**src/sv/btmu_pkg.sv**
```systemverilog
`default_nettype none

package btmu_pkg;

  // Default table depth
  localparam int unsigned MAX_ENTRIES_DEF = 16;

  // Command codes
  localparam logic [2:0] FUNC_CHECK   = 3'd0;
  localparam logic [2:0] FUNC_ADD     = 3'd1;
  localparam logic [2:0] FUNC_ENABLE  = 3'd2;
  localparam logic [2:0] FUNC_DISABLE = 3'd3;
  localparam logic [2:0] FUNC_DELETE  = 3'd4;
  localparam logic [2:0] FUNC_RESUME  = 3'd5;
  localparam logic [2:0] FUNC_HALT    = 3'd6;

  // Result status codes
  localparam logic [1:0] STATUS_OK    = 2'd0;
  localparam logic [1:0] STATUS_FULL  = 2'd1;
  localparam logic [1:0] STATUS_RANGE = 2'd2;

  // Entry kind that can fire
  localparam logic [1:0] KIND_CODE = 2'd0;

  typedef struct packed {
    logic [2:0]  func;
    logic [15:0] address;
    logic [1:0]  kind;
    logic [3:0]  slot;
    logic        all_entries;
  } item_t;

  typedef struct packed {
    logic [1:0] status;
    logic       hit;
    logic [3:0] hit_slot;
    logic       halted;
    logic [4:0] entry_count;
  } result_t;

  typedef struct packed {
    logic [1:0]  kind;
    logic [15:0] addr;
    logic        on;
  } entry_t;

  // Controller to datapath strobes
  typedef struct packed {
    logic load;    // capture input beat
    logic exec;    // apply command, register match vector
    logic finish;  // encode hit, load result register
  } ctrl_cmd_t;

endpackage

`default_nettype wire

```
**src/sv/breakpoint_table_match_unit.sv**
```systemverilog
// Debug breakpoint table. Holds up to MAX_ENTRIES packed entries (kind, 16-bit
// address, enable) plus an entry count and a halted flag. Each input beat is
// one command: pc check, add, enable, disable, delete (with compaction, or the
// whole table when all_entries is set), resume or halt; each yields exactly one
// result beat carrying status, hit, hit_slot, halted and entry_count. Only
// enabled code breakpoints fire; read and write watch entries are stored and
// otherwise ignored. A check while halted never hits.
// One command in flight: accept, execute and finish steps, a new beat taken
// only after finish; the finish step waits while the output result register
// is still stalled. Execute compares the PC against the whole comparator
// bank in parallel and registers the match vector; finish priority-encodes it.
`default_nettype none

module breakpoint_table_match_unit #(
  parameter int unsigned MAX_ENTRIES = btmu_pkg::MAX_ENTRIES_DEF
) (
  input  wire                clk_i,
  input  wire                rst_ni,
  // command beats
  input  wire                in_valid_i,
  output logic               in_stall_o,
  input  btmu_pkg::item_t    in_item_i,
  // result beats
  output logic               out_valid_o,
  input  wire                out_stall_i,
  output btmu_pkg::result_t  out_result_o
);

  btmu_pkg::ctrl_cmd_t cmd;

  // sequencer: one command in flight, result register decouples the output
  btmu_ctrl u_ctrl (
    .clk_i       (clk_i),
    .rst_ni      (rst_ni),
    .in_valid_i  (in_valid_i),
    .in_stall_o  (in_stall_o),
    .out_valid_o (out_valid_o),
    .out_stall_i (out_stall_i),
    .cmd_o       (cmd)
  );

  // table, comparator bank, count and halted flag
  btmu_dp #(
    .MaxEntries (MAX_ENTRIES)
  ) u_dp (
    .clk_i    (clk_i),
    .rst_ni   (rst_ni),
    .cmd_i    (cmd),
    .item_i   (in_item_i),
    .result_o (out_result_o)
  );

endmodule

`default_nettype wire

```
**src/sv/btmu_ctrl.sv**
```systemverilog
`default_nettype none

module btmu_ctrl (
  input  wire                  clk_i,
  input  wire                  rst_ni,
  input  wire                  in_valid_i,
  output logic                 in_stall_o,
  output logic                 out_valid_o,
  input  wire                  out_stall_i,
  output btmu_pkg::ctrl_cmd_t  cmd_o
);

  localparam logic [1:0] ST_IDLE   = 2'd0;
  localparam logic [1:0] ST_EXEC   = 2'd1;
  localparam logic [1:0] ST_FINISH = 2'd2;

  logic [1:0] state_q, state_d;
  logic       out_valid_q, out_valid_d;
  logic       out_free;

  assign out_free    = !out_valid_q || !out_stall_i;
  assign in_stall_o  = (state_q != ST_IDLE);
  assign out_valid_o = out_valid_q;

  always_comb begin
    state_d     = state_q;
    cmd_o       = '0;
    out_valid_d = out_valid_q && out_stall_i;
    case (state_q)
      ST_IDLE: begin
        if (in_valid_i) begin
          cmd_o.load = 1'b1;
          state_d    = ST_EXEC;
        end
      end
      ST_EXEC: begin
        cmd_o.exec = 1'b1;
        state_d    = ST_FINISH;
      end
      ST_FINISH: begin
        // wait here until the result register can take the new beat
        if (out_free) begin
          cmd_o.finish = 1'b1;
          out_valid_d  = 1'b1;
          state_d      = ST_IDLE;
        end
      end
      default: begin
        state_d = ST_IDLE;
      end
    endcase
  end

  always_ff @(posedge clk_i or negedge rst_ni) begin
    if (!rst_ni) begin
      state_q     <= ST_IDLE;
      out_valid_q <= 1'b0;
    end else begin
      state_q     <= state_d;
      out_valid_q <= out_valid_d;
    end
  end

endmodule

`default_nettype wire

```
**src/sv/btmu_dp.sv**
```systemverilog
`default_nettype none

module btmu_dp #(
  parameter int unsigned MaxEntries = btmu_pkg::MAX_ENTRIES_DEF
) (
  input  wire                  clk_i,
  input  wire                  rst_ni,
  input  btmu_pkg::ctrl_cmd_t  cmd_i,
  input  btmu_pkg::item_t      item_i,
  output btmu_pkg::result_t    result_o
);

  localparam int unsigned CW = $clog2(MaxEntries + 1);
  localparam int unsigned IW = (MaxEntries > 1) ? $clog2(MaxEntries) : 1;
  localparam int unsigned SW = (CW > 4) ? CW : 4;

  btmu_pkg::item_t   item_q;
  btmu_pkg::entry_t  ent_q [MaxEntries];
  btmu_pkg::entry_t  ent_d [MaxEntries];
  logic [MaxEntries-1:0] match_q, match_d;
  logic [CW-1:0]     count_q, count_d;
  logic              halted_q, halted_d;
  logic [1:0]        status_q, status_d;
  btmu_pkg::result_t result_q;

  logic [SW-1:0] slot_ext;
  logic          slot_ok;
  logic          full;
  logic          hit_any;
  logic [IW-1:0] hit_idx;

  assign slot_ext = SW'(item_q.slot);
  assign slot_ok  = slot_ext < SW'(count_q);
  assign full     = (count_q == CW'(MaxEntries));

  // Per-entry next value and comparator
  for (genvar g = 0; g < MaxEntries; g++) begin : g_ent
    btmu_pkg::entry_t up;
    logic at_slot, above_slot, at_cnt, below_cnt;

    if (g < MaxEntries - 1) begin : g_shift
      assign up = ent_q[g+1];
    end else begin : g_last
      assign up = ent_q[g];
    end

    assign at_slot    = (SW'(g) == slot_ext);
    assign above_slot = (SW'(g) >= slot_ext);
    assign at_cnt     = (CW'(g) == count_q);
    assign below_cnt  = (CW'(g) < count_q);

    assign match_d[g] = (item_q.func == btmu_pkg::FUNC_CHECK) && !halted_q && below_cnt &&
                        ent_q[g].on && (ent_q[g].kind == btmu_pkg::KIND_CODE) &&
                        (ent_q[g].addr == item_q.address);

    always_comb begin
      ent_d[g] = ent_q[g];
      case (item_q.func)
        btmu_pkg::FUNC_ADD: begin
          if (!full && at_cnt) begin
            ent_d[g].kind = item_q.kind;
            ent_d[g].addr = item_q.address;
            ent_d[g].on   = 1'b1;
          end
        end
        btmu_pkg::FUNC_ENABLE, btmu_pkg::FUNC_DISABLE: begin
          // entries above the count are never read, so "all" touches every one
          if (item_q.all_entries || (slot_ok && at_slot)) begin
            ent_d[g].on = (item_q.func == btmu_pkg::FUNC_ENABLE);
          end
        end
        btmu_pkg::FUNC_DELETE: begin
          // compaction: everything from the slot upward moves down one place
          if (!item_q.all_entries && slot_ok && above_slot) begin
            ent_d[g] = up;
          end
        end
        default: ;
      endcase
    end
  end

  always_comb begin
    count_d  = count_q;
    status_d = btmu_pkg::STATUS_OK;
    halted_d = halted_q;
    case (item_q.func)
      btmu_pkg::FUNC_ADD: begin
        if (full) begin
          status_d = btmu_pkg::STATUS_FULL;
        end else begin
          count_d = count_q + CW'(1);
        end
      end
      btmu_pkg::FUNC_ENABLE, btmu_pkg::FUNC_DISABLE: begin
        if (!item_q.all_entries && !slot_ok) begin
          status_d = btmu_pkg::STATUS_RANGE;
        end
      end
      btmu_pkg::FUNC_DELETE: begin
        if (item_q.all_entries) begin
          count_d = '0;
        end else if (slot_ok) begin
          count_d = count_q - CW'(1);
        end else begin
          status_d = btmu_pkg::STATUS_RANGE;
        end
      end
      btmu_pkg::FUNC_RESUME: halted_d = 1'b0;
      btmu_pkg::FUNC_HALT:   halted_d = 1'b1;
      default: ;
    endcase
  end

  // Lowest matching index
  always_comb begin
    hit_idx = '0;
    for (int i = MaxEntries - 1; i >= 0; i--) begin
      if (match_q[i]) begin
        hit_idx = IW'(i);
      end
    end
  end
  assign hit_any = |match_q;

  always_ff @(posedge clk_i) begin
    if (cmd_i.load) begin
      item_q <= item_i;
    end
    if (cmd_i.exec) begin
      ent_q    <= ent_d;
      match_q  <= match_d;
      status_q <= status_d;
    end
    if (cmd_i.finish) begin
      result_q.status      <= status_q;
      result_q.hit         <= hit_any;
      result_q.hit_slot    <= 4'(hit_idx);
      result_q.halted      <= halted_q | hit_any;
      result_q.entry_count <= 5'(count_q);
    end
  end

  always_ff @(posedge clk_i or negedge rst_ni) begin
    if (!rst_ni) begin
      count_q  <= '0;
      halted_q <= 1'b0;
    end else if (cmd_i.exec) begin
      count_q  <= count_d;
      halted_q <= halted_d;
    end else if (cmd_i.finish && hit_any) begin
      halted_q <= 1'b1;
    end
  end

  assign result_o = result_q;

endmodule

`default_nettype wire

```
**config.mk**
```make
export PLATFORM = sky130hd
export DESIGN_NAME = breakpoint_table_match_unit
export DESIGN_NICKNAME = d
export VERILOG_FILES = /design/src/sv/btmu_pkg.sv /design/src/sv/breakpoint_table_match_unit.sv /design/src/sv/btmu_ctrl.sv /design/src/sv/btmu_dp.sv
export SDC_FILE = /design/constraint.sdc
export NUM_CORES = 1
export LEC_CHECK = 0
export ABC_CLOCK_PERIOD_IN_PS = 8900
export BUFFER_PORTS_ARGS = -buffer_cell sky130_fd_sc_hd__buf_4
export CAP_MARGIN = 20
export CORE_ASPECT_RATIO = 1.4
export CORE_MARGIN = 1
export CORE_UTILIZATION = 50
export DETAILED_ROUTE_END_ITERATION = 8
export MAX_ROUTING_LAYER = met4
export PLACE_DENSITY = 0.78
export SLEW_MARGIN = 25
export SYNTH_ARGS = -nofsm -noshare
export SYNTH_HDL_FRONTEND = slang
export SYNTH_SLANG_ARGS = --single-unit
```
**constraint.sdc**
```tcl
create_clock -name clk_i -period 8.9 [get_ports clk_i]
set_input_delay 1.335 -clock clk_i [delete_from_list [all_inputs] [get_ports clk_i]]
set_output_delay 1.335 -clock clk_i [all_outputs]
set_load 0.02 [all_outputs]
```
# == Word-level counts from Yosys, hierarchy flattened ==
# Index checks and enable logic that the tools add are counted.
# classes
addsub,2
multipliers,0
n_div,0
n_lt_le_gt_ge,32
n_eq_ne,107
n_shift,0
n_mux,115
bitwise_logic,1
n_reduce_logical,204
# ops
op,count
$mux W19,30
$pmux W18 S2,15
$eq A16 B16 Y1,16
$logic_and A1 B1 Y1,116
$ne A2 B1 Y1 const B,48
$reduce_and A5 Y1,15
$reduce_and A4 Y1,17
$pmux W1 S3,15
$eq A4 B5 Y1 const A,8
$lt A4 B5 Y1 const A,8
$logic_not A2 Y1,17
$eq A4 B4 Y1 const A,8
$mux W4,8
$ge A4 B4 Y1 const A,7
$mux W1,28
$eq A3 B5 Y1 const A,4
$lt A3 B5 Y1 const A,4
$logic_or A1 B1 Y1,17
$eq A3 B4 Y1 const A,4
$ge A3 B4 Y1 const A,4
$reduce_or A16 Y1,1
$mux W5,3
$mux W2,7
$mux W3,4
33 further kinds,57
# totals
reg_bits,370
latchBits,0
ram_bits,0
romBits,0
in_bits,30
output_inout_bits,15
n_memories,0

# == Depth between registers and ports, before layout ==
# depth
word_depth,15
mapped_depth,9

# == Modules after synthesis ==
# A second synthesis with hierarchy kept.
# hier_totals
hier_cells,1430
hier_area_um2,18398.9
# modules_own_cells
module,n_inst,cells_each,area_per_inst_um2
btmu_dp,1,1416,18266.3
btmu_ctrl,1,14,132.6

# == Worst setup path before layout ==
# No wires, ideal clock.
# synth_path
path_kind,register -> register
startpoint,register u_dp.item_q[24] in the netlist's numbering
endpoint,register u_dp.ent_q[10] in the netlist's numbering (enable)
t_arrival_ns,3.107
t_required_ns,8.461
setup_slack_ns,5.354
path_stages_with_launch,6
path_buffers,3
period_less_slack_ns,3.546
path_cell_list,edfxtp_1 -> buf_2 -> or3b_4 -> buf_6 -> buf_2 -> nor4_1
# synth_between
elab_chain_len,2
# synth_rtl
element,line,source
"start, declared",btmu_dp.sv:17,btmu_pkg::item_t item_q;
"start signal, assigned",btmu_dp.sv:128,item_q <= item_i;
$eq A3 B1 Y1,btmu_dp.sv:58,case (item_q.func)
$reduce_and A3 Y1 (no source line),-,
"end signal, assigned",btmu_dp.sv:131,ent_q <= ent_d;
"end, declared",btmu_dp.sv:18,btmu_pkg::entry_t ent_q [MaxEntries];
# No other way between the ends.
# A chain may end at the register's enable or synchronous reset.

# == Worst setup path in the final report ==
# layout_path
startpoint,register u_dp.item_q[25] in the netlist's numbering
endpoint,register u_dp.ent_q[287] in the netlist's numbering (enable)
# layout_between
elab_chain_len,3
elab_cells_between_ends,6
# layout_rtl
element,line
$eq A3 B3 Y1 / $eq A3 B1 Y1 (equally long branches),btmu_dp.sv:58
$ne A2 B1 Y1 (no source line) / $reduce_bool A2 Y1 (equally long branches),-
$reduce_and A4 Y1 (no source line) (*),-
# Every way passes the cells marked *; elsewhere a longest branch is shown, timed or not.

==> flow_summary.ini <==
[clocking]
tritoncts = built
cts.hold.buffers_added = 0
cts_resized = 0
clockRootBuffer = clkbuf_16
clk_latency_ns = 0.55
clkTransAtPathRegs_ns = 0.07
clock_path_buffers = 3
cts_max_level = 2
post_cts_buffers = 0
clock_sinks = 370
cts_buffers = 36

[logic_synthesis]
yosysTopAreaCell = edfxtp_1
async_flop_share_pct = 2.43
synth_fp_nets = 1457
synth_xor_area_share_pct = 12.2
synthAdderAreaFrac_pct = 0.541
synth_area_leaders = edfxtp_1, a21o_1, xor2_1
netlist.area_leader.share_pct = 58.6
synthCells = 1419
ys_seq_elements = 370
synth_edf_count = 361
ys_seq_area_share_pct = 59.9
synth_compound_area_share_pct = 15.8
yosysUniqueCellTypes = 72
synth_top_family_by_area = compound AO/OA/AOI/OAI gates
syn_avg_cell_area_um2 = 13.0
muxShareOfSynthArea_pct = 0
yosys_warnings = 0
yosys_most_used_dff = edfxtp_1
syn-cell-area_um2 = 18500
synth-simple-area-share_pct = 8.18

[detailed_routing]
drt-initial-drc-count = 1222
drc = 0
vias = 11989
drtAntennaViolNets = 0
wirelength_mm = 49.1
wl_per_cell_um = 25.6
dr.pass1.iters = 5
viasPerCell = 6.26

[setup_path]
cp.arrival_ns = 3.53
critical_path.max_stage_delay_ns = 0.68
endpoint_kind = register
worstSetupPathType = reg -> reg
worst-path-buf-inv = 3
path_cells = nor3b_4 > buf_4 > buf_12 > nor2_1 > a31oi_1 > nor2_1 > buf_4
critPathRequiredTime_ns = 9.17
crit_fanout = 226
worst_path_max_delay_cell = buf_12
start_kind = register
critPathTopFamily = buffers and inverters

[floorplanning]
die_y_um = 230
initial_core_util_pct = 50.6
design.die.area_um2 = 37800
ios = 45
chipWidth_um = 165
row_count = 83
core_um2 = 36600

[final_layout]
final_common_cell = edfxtp_1
nets = 1462
areaGrowthSynthToFinish_pct = 9.99
drive_gt1_share_pct = 12.4
antennaDiodeCount = 0
mostFrequentLayoutCells = edfxtp_1, a21o_1, xor2_1
fillers = 2941
design_area_um2 = 20300

[timing]
rsz0062_at_grt = no
tns_ns = 0
max_freq_ghz = 0.307
skew_ns = 0.0209
worstMarginPinSlew_ns = 1.09
relSlewSlack_pct = 27.5
period_share_pct = 36.6
finalCriticalPeriod_ns = 3.26
final-setup-viol-count = 0
finalHoldViolations = 0
slew_viol_final = 0

[power]
switchingPower_uw = 1470
swShare_pct = 30.5
leakagePower_uw = 0.00799
ir_drop_mv = 0.140
p_seq_share_pct = 46.9
p_int_uw = 3340
p_comb_share_pct = 22.6
clkPwrFrac_pct = 30.5
p_per_area_nw_per_um2 = 236

[global_routing]
grt_max_degree = 227
track_usage_pct = 27.3
antenna_found_initial = 0
grt_pass1_vias = 12288
globalRoute.totalOverflow = 0
grt_pass1_wl_mm = 73.9

[status]
outcome = finished, final reports clean

[run]
maxCapViolCount = 0

[placement]
dpl_cell_area_um2 = 19200
portBuffers = 44
dp_hpwl_mm = 33.1
globalplace.congestion = 0.987

[hold_path]
hp-class = reg -> reg
state kept, by name, indices dropped and copies added (netlist names):
signal / count
u_dp.count_q: 5
u_ctrl.out_valid_o: 1
u_dp.ent_q: 304
u_dp.halted_q: 1
u_dp.result_o: 13
u_ctrl.state_q: 2
u_dp.item_q: 26
u_dp.status_q: 2
u_dp.match_q: 16
synth_stat cells, types with 2 or more instances:
master and instances:
clkbuf_1 45, nand4_1 39, dfrtp_1 9, nor3b_1 3
a31oi_1 8, and2_0 15, nor2b_1 7, a21o_1 272
nor4b_1 4, a21oi_1 34, a211oi_2 4, nor4_1 51
o21bai_1 3, and2_1 8, a221oi_1 3, nand2_1 14
o21ai_0 14, nand3_1 19, nand4_2 2, nor2_1 44
a211oi_1 11, buf_1 4, nor3_1 19, buf_2 70
xor2_1 187, nor4_2 2, buf_6 4, nand2b_1 8
ha_1 8, o211ai_1 2, o21a_1 16, a2111oi_0 7
inv_1 10, or4_1 2, edfxtp_1 361, xnor2_1 70
a31o_2 3, nor3b_2 2, or2_2 2
path summary, 6_finish.rpt:
check	start	end	slack, ns	depth (start not counted)
max	u_dp.item_q[25]	u_dp.ent_q[287]	5.64	7
min	u_dp.status_q[1]	u_dp.result_o[12]	0.43	0
max reg2reg	u_dp.item_q[25]	u_dp.ent_q[287]	5.64	7
min reg2reg	u_dp.status_q[1]	u_dp.result_o[12]	0.43	0
max in group asynchronous	rst_ni	u_dp.count_q[0]	8.13	1
min in group asynchronous	rst_ni	u_ctrl.state_q[1]	0.63	1
layer usage:
metal	global-route usage, %	share of wire (%)	vias to the layer above
li1	-	-	5276
met1	32.3	38	6029
met2	46.0	51	560
met3	4.18	7.0	124
met4	11.8	4.1	0
met5	-	0	-
layout make-up:
cell class,count,area [µm²],share of cell area [%]
clock buffers,49,1000,4.93
clock inverters,14,103,0.505
inverters,10,37.5,0.185
multi-input cells,914,6840,33.6
flip-flops and latches,370,11100,54.4
well taps,467,584,2.87
repair buffers,92,703,3.46
metrics by stage:
step / std cells / hold slack (ns) / power [µW] / util (%) / setup WS [ns]
after floorplan: 1419 / 0.400 / 3000 / - / 5.35
after global placement: 1853 / 0.407 / 3330 / 52.6 / 5.83
after detailed placement: 1853 / 0.418 / 3350 / 52.6 / 5.78
after CTS: 1916 / 0.435 / 4800 / 55.6 / 5.75
after global routing: 1916 / 0.442 / 4960 / 55.6 / 5.50
final: 1916 / 0.430 / 4800 / 55.6 / 5.64
worst reg2reg max path, stage by stage, from the launching register on:
cell and delay (ns):
edfxtp_1 0.59, nor3b_4 0.24, buf_4 0.58, buf_12 0.71, nor2_1 0.33, a31oi_1 0.21
nor2_1 0.08, buf_4 0.26
power by group through the flow:
stage | clock network [µW] | logic, µW | registers (µW)
after CTS | 1480 | 1070 | 2250
after global routing | 1540 | 1150 | 2270
after floorplan | 0 | 751 | 2250
after detailed placement | 0 | 1060 | 2290
final | 1470 | 1080 | 2250
after global placement | 0 | 1050 | 2280
cell families (layout without fill, tap and decap cells):
family | count (synthesis) | in the layout
simple gates | 255 | 255
flops | 370 | 370
fa+ha+maj | 8 | 8
buf+inv | 135 | 165
xor+xnor | 257 | 257
compound gates | 394 | 394
(Power assumes the default switching activity.)
